`src/hdl/ibfp_pkg.sv`:
```
package ibfp_pkg;

	localparam logic [7:0] HDR_BYTE   = 8'h55;
	localparam logic [7:0] TYPE_ANGLE = 8'h53;
	localparam logic [7:0] TYPE_FIELD = 8'h54;

	localparam logic KIND_ANGLE = 1'b0;
	localparam logic KIND_FIELD = 1'b1;

	typedef enum logic [10:0] {
		PH_HUNT  = 11'b000_0000_0001,
		PH_TYPE  = 11'b000_0000_0010,
		PH_XLO   = 11'b000_0000_0100,
		PH_XHI   = 11'b000_0000_1000,
		PH_YLO   = 11'b000_0001_0000,
		PH_YHI   = 11'b000_0010_0000,
		PH_ZLO   = 11'b000_0100_0000,
		PH_ZHI   = 11'b000_1000_0000,
		PH_SKIP0 = 11'b001_0000_0000,
		PH_SKIP1 = 11'b010_0000_0000,
		PH_SKIP2 = 11'b100_0000_0000
	} phase_t;

endpackage

```
`src/hdl/imu_binary_frame_parser.sv`:
```
// Serial IMU frame parser: takes one received byte per beat on the input
// channel and hunts for an 11-byte frame opening with header 0x55 and type
// 0x53 (attitude angles) or 0x54 (magnetic field). The three little-endian
// signed 16-bit values of bytes 2 to 7 are sent out as one result beat with
// frame_kind 0 for angles (raw units of 180/32768 degree) and 1 for field.
// The last three bytes, checksum included, are skipped unchecked; a 0x55
// inside a frame is data, and a repeated 0x55 in the type slot keeps the
// header armed. A byte is accepted every clock cycle: each byte is captured
// in an input register, from which the phase logic updates the frame state
// and, on the last data byte, loads the result register. Only a stalled
// result register holding up a byte that completes the next frame stops the
// input.
module imu_binary_frame_parser
	import ibfp_pkg::*;
(
	input  logic               clk,
	input  logic               arst_n,
	input  logic               in_valid,
	output logic               in_ready,
	input  logic [7:0]         rx_byte,
	output logic               out_valid,
	input  logic               out_ready,
	output logic               frame_kind,
	output logic signed [15:0] x_value,
	output logic signed [15:0] y_value,
	output logic signed [15:0] z_value
);

	logic        v_s1;
	logic [7:0]  byte_s1;
	logic        v_s2;
	logic        kind_s2;
	logic [15:0] x_s2;
	logic [15:0] y_s2;
	logic [15:0] z_s2;

	phase_t      phase_q;
	phase_t      phase_d;
	logic        kind_q;
	logic [7:0]  low_q;
	logic [15:0] first_q;
	logic [15:0] second_q;

	logic        out_free;
	logic        fire_s1;
	logic        emit;

	assign out_free = !v_s2 || out_ready;
	assign fire_s1  = v_s1 && ((phase_q != PH_ZHI) || out_free);
	assign emit     = fire_s1 && (phase_q == PH_ZHI);
	assign in_ready = !v_s1 || fire_s1;

	always_comb begin
		unique case (phase_q)
			PH_TYPE: begin
				if (byte_s1 == TYPE_ANGLE || byte_s1 == TYPE_FIELD) begin
					phase_d = PH_XLO;
				end else if (byte_s1 == HDR_BYTE) begin
					phase_d = PH_TYPE;
				end else begin
					phase_d = PH_HUNT;
				end
			end
			PH_XLO:   phase_d = PH_XHI;
			PH_XHI:   phase_d = PH_YLO;
			PH_YLO:   phase_d = PH_YHI;
			PH_YHI:   phase_d = PH_ZLO;
			PH_ZLO:   phase_d = PH_ZHI;
			PH_ZHI:   phase_d = PH_SKIP0;
			PH_SKIP0: phase_d = PH_SKIP1;
			PH_SKIP1: phase_d = PH_SKIP2;
			PH_SKIP2: phase_d = PH_HUNT;
			default:  phase_d = (byte_s1 == HDR_BYTE) ? PH_TYPE : PH_HUNT;
		endcase
	end

	always_ff @(posedge clk or negedge arst_n) begin
		if (!arst_n) begin
			v_s1 <= 1'b0;
		end else if (in_ready) begin
			v_s1 <= in_valid;
		end
	end

	always_ff @(posedge clk) begin
		if (in_valid && in_ready) begin
			byte_s1 <= rx_byte;
		end
	end

	always_ff @(posedge clk or negedge arst_n) begin
		if (!arst_n) begin
			phase_q  <= PH_HUNT;
			kind_q   <= KIND_ANGLE;
			low_q    <= '0;
			first_q  <= '0;
			second_q <= '0;
		end else if (fire_s1) begin
			phase_q <= phase_d;
			if (phase_q == PH_TYPE) begin
				if (byte_s1 == TYPE_ANGLE) begin
					kind_q <= KIND_ANGLE;
				end else if (byte_s1 == TYPE_FIELD) begin
					kind_q <= KIND_FIELD;
				end
			end
			if (phase_q == PH_XLO || phase_q == PH_YLO || phase_q == PH_ZLO) begin
				low_q <= byte_s1;
			end
			if (phase_q == PH_XHI) begin
				first_q <= {byte_s1, low_q};
			end
			if (phase_q == PH_YHI) begin
				second_q <= {byte_s1, low_q};
			end
		end
	end

	always_ff @(posedge clk or negedge arst_n) begin
		if (!arst_n) begin
			v_s2 <= 1'b0;
		end else if (emit) begin
			v_s2 <= 1'b1;
		end else if (out_ready) begin
			v_s2 <= 1'b0;
		end
	end

	always_ff @(posedge clk) begin
		if (emit) begin
			kind_s2 <= kind_q;
			x_s2    <= first_q;
			y_s2    <= second_q;
			z_s2    <= {byte_s1, low_q};
		end
	end

	assign out_valid  = v_s2;
	assign frame_kind = kind_s2;
	assign x_value    = signed'(x_s2);
	assign y_value    = signed'(y_s2);
	assign z_value    = signed'(z_s2);

`ifndef NO_ASSERTIONS
	a_phase_onehot: assert property (@(posedge clk) disable iff (!arst_n)
		$onehot(phase_q))
		else $error("frame phase lost its one-hot code");

	a_result_from_zhi: assert property (@(posedge clk) disable iff (!arst_n)
		$rose(out_valid) |-> $past(phase_q == PH_ZHI && fire_s1))
		else $error("result raised outside the last data byte");

	a_emit_loads: assert property (@(posedge clk) disable iff (!arst_n)
		emit |=> out_valid && phase_q == PH_SKIP0)
		else $error("completed frame did not load the result register");

	a_stall_holds: assert property (@(posedge clk) disable iff (!arst_n)
		!in_ready |-> v_s1 && phase_q == PH_ZHI && v_s2 && !out_ready)
		else $error("input stalled without a blocked result");
`endif

endmodule
```
`config.mk`:
```
export PLATFORM = sky130hd
export DESIGN_NAME = imu_binary_frame_parser
export DESIGN_NICKNAME = d
export VERILOG_FILES = /design/src/hdl/ibfp_pkg.sv /design/src/hdl/imu_binary_frame_parser.sv
export SDC_FILE = /design/constraint.sdc
export NUM_CORES = 1
export LEC_CHECK = 0
export BUFFER_PORTS_ARGS = -buffer_cell sky130_fd_sc_hd__buf_4
export CAP_MARGIN = 20
export CORE_MARGIN = 2
export CORE_UTILIZATION = 40
export DETAILED_ROUTE_END_ITERATION = 16
export PLACE_DENSITY = 0.65
export SLEW_MARGIN = 40
export SYNTH_ARGS = -nofsm -noshare
export SYNTH_HDL_FRONTEND = slang
export SYNTH_SLANG_ARGS = --single-unit
export TNS_END_PERCENT = 10
```
`constraint.sdc`:
```
create_clock -name clk -period 3.4 [get_ports clk]
set_input_delay 0.51 -clock clk [delete_from_list [all_inputs] [get_ports clk]]
set_output_delay 0.51 -clock clk [all_outputs]
set_load 0.05 [all_outputs]
```
==> flow_summary.json <==
{
  "maxSlewViolCount": 0,
  "antenna_found_initial": 0,
  "p_per_area_nw_per_um2": 437.9,
  "yosysTopAreaCellShare_pct": 40.62,
  "pre_cts_ws_ps": 757.5,
  "relSlewSlack_pct": 50.45,
  "cp.required_ps": 3460,
  "seq_area_frac_synth_pct": 72.71,
  "gp_congestion": 0.8973,
  "hold_path.class": "input port to asynchronous set/reset pin",
  "drc": 0,
  "cts_root_buf": "clkbuf_8",
  "yosys_warnings": 0,
  "dr_total_vias": 2193,
  "detail-route-antenna-nets": 0,
  "setup_viol": 0,
  "wl_per_cell_um": 15.69,
  "cts_hold_buffers": 0,
  "cp.arrival_ps": 2710,
  "clk-insertion-delay-late_ps": 360,
  "n_antenna_cell": 0,
  "ioPinCount": 63,
  "post_cts_buffers": 0,
  "ctsHtreeMaxLevel": 3,
  "irDropWorstVdd_v": 0.0001764,
  "setup_slack_ps": 752.5,
  "fin_cells": 451,
  "finClkSkew_ps": 9.362,
  "drt-total-wl_um": 7076,
  "synth_area_leaders": "edfxtp_1 41%, dfrtp_1 31%, mux2_2 8.6%",
  "syn_avg_cell_area_sq_um": 17.13,
  "globalRouteTotalUtil_pct": 13.22,
  "status": "complete, no violations",
  "clk_pin_slew_worst_paths_ps": 100,
  "overflow": 0,
  "chipWidth_um": 106.6,
  "drtIter0Drc": 92,
  "port-buffer-count": 62,
  "min_period_ps": 2648,
  "place_hpwl_um": 4874,
  "startpoint_type": "register",
  "hold_viol": 0,
  "cts_buffers": 9,
  "cp_slowest_stage_delay_ps": 640,
  "crit_slowest_cell": "or4b_2",
  "fin_crit_sh_pct": 77.87,
  "synth.distinct_cells": 51,
  "synth_nets": 258,
  "rows": 37,
  "syn_area_sq_um": 4214,
  "synth.largest_area_cell": "edfxtp_1",
  "syn_inst": 246,
  "drv_cap": 0,
  "rsz0062_at_grt": "false",
  "drtPass1Iterations": 4,
  "coreArea_sq_um": 10280,
  "async_flop_share_pct": 48.65,
  "finalSetupTns_ps": 0,
  "final_common_cell": "buf_4",
  "grt_pass1_vias": 2180,
  "start_util_pct": 41.00,
  "die_y_um": 106.6,
  "layout.nets": 323,
  "cts_resized": 0,
  "tightest_slew_ps": 736.5,
  "path_cells": "nor4_4 -> and3_2 -> or4b_2 -> inv_2 -> buf_4",
  "drive_gt1_share_pct": 42.22,
  "grt_pass1_wl_um": 11500,
  "ys_ff_latch": 111,
  "power_leakage_uw": 0.002245,
  "grt_max_degree": 55,
  "worst-path-max-fanout": 12,
  "cts_buffer_depth": 2,
  "placed_cells": 436,
  "synth_edf_count": 57,
  "syn_to_final_growth_pct": 17.07,
  "vias_per_cell": 4.863,
  "synth_flop_cell": "edfxtp_1",
  "clkSinkCount": 111,
  "die_area_sq_um": 11370,
  "final_cell_mix": "64 x buf_4, 57 x edfxtp_1, 53 x dfrtp_1",
  "max_freq_mhz": 377.7,
  "critPathKind": "register to register",
  "tritoncts": "yes",
  "endpoint_kind": "register"
}
==> cell families after synthesis <==
kind of cell | share of synthesized area (%)
flops | 72.71
buf+inv | 3.622
compound gates | 3.534
xor+xnor | 0.6236
simple gates | 7.750
mux | 11.76
==> registers in the layout (all words and copies together) (netlist names) <==
| signal | count |
|---|---|
| first_q | 16 |
| second_q | 16 |
| x_value | 16 |
| y_value | 16 |
| z_value | 16 |
| phase_q | 11 |
| byte_s1 | 8 |
| low_q | 8 |
| frame_kind | 1 |
| kind_q | 1 |
| out_valid | 1 |
| v_s1 | 1 |
==> final timing paths <==
kind | slack (ps) | cells past startpoint | to | start
max | 750 | 5 | y_value[11]$_DFFE_PP_ | phase_q[1]$_DFFE_PN0P_
min | 180 | 1 | first_q[1]$_DFFE_PN0P_ | arst_n
max reg2reg | 750 | 5 | y_value[11]$_DFFE_PP_ | phase_q[1]$_DFFE_PN0P_
min reg2reg | 450 | 0 | x_value[9]$_DFFE_PP_ | first_q[9]$_DFFE_PN0P_
max in group asynchronous | 2770 | 1 | first_q[12]$_DFFE_PN0P_ | arst_n
min in group clk | 320 | 1 | byte_s1[7]$_DFFE_PP_ | rx_byte[7]
==> layer usage <==
layer | GRT usage [%] | wire length (um)
met1 | 18.74 | 3250
met2 | 20.15 | 3376
met3 | 2.675 | 350
met4 | 5.195 | 99
met5 | 0 | 0
==> critical path: cells and delay by family (launching register included) <==
kind | cells | cell delay, ps
buffers and inverters | 2 | 530
DFF | 1 | 490
and+or+nand+nor | 3 | 1330
==> layout make-up <==
class / count / area (sq um)
fillers: 926 / 5344
well taps: 136 / 170.2
multi-input cells: 117 / 1001
clock buffers: 10 / 127.6
flip-flops and latches: 111 / 3064
clock inverters: 5 / 43.79
inverters: 7 / 26.28
repair buffers: 65 / 500.5
==> power breakdown <==
group	switching, uW	leakage, uW	internal, uW
clock	422	0.0000805	270
sequential	16.3	0.00138	1420
combinational	22.6	0.000789	13.4
==> synth_stat cells (all sizes together), types with 3 or more instances <==
| library cell | count |
|---|---|
| edfxtp | 57 |
| dfrtp | 53 |
| mux2 | 41 |
| nand2 | 9 |
| inv | 7 |
| nor3 | 7 |
| o21ai | 6 |
| buf | 5 |
| nand2b | 5 |
| nand3 | 5 |
| clkbuf | 4 |
| nor2 | 4 |
| nor4 | 4 |
| o41ai | 3 |
==> stage by stage <==
step                hold slack [ps]  util (%)  power [uW]  cell area (sq um)
finish                        177.2     48.00        2160               4933
global route                  230.9     48.00        2247               4933
CTS                           209.6     47.98        2185               4931
detailed placement            428.3     46.31        1499               4760
global placement              428.3     46.30        1498               4758
floorplan                     214.4         -        1465               4214
Power figures use the tool's default switching activity.
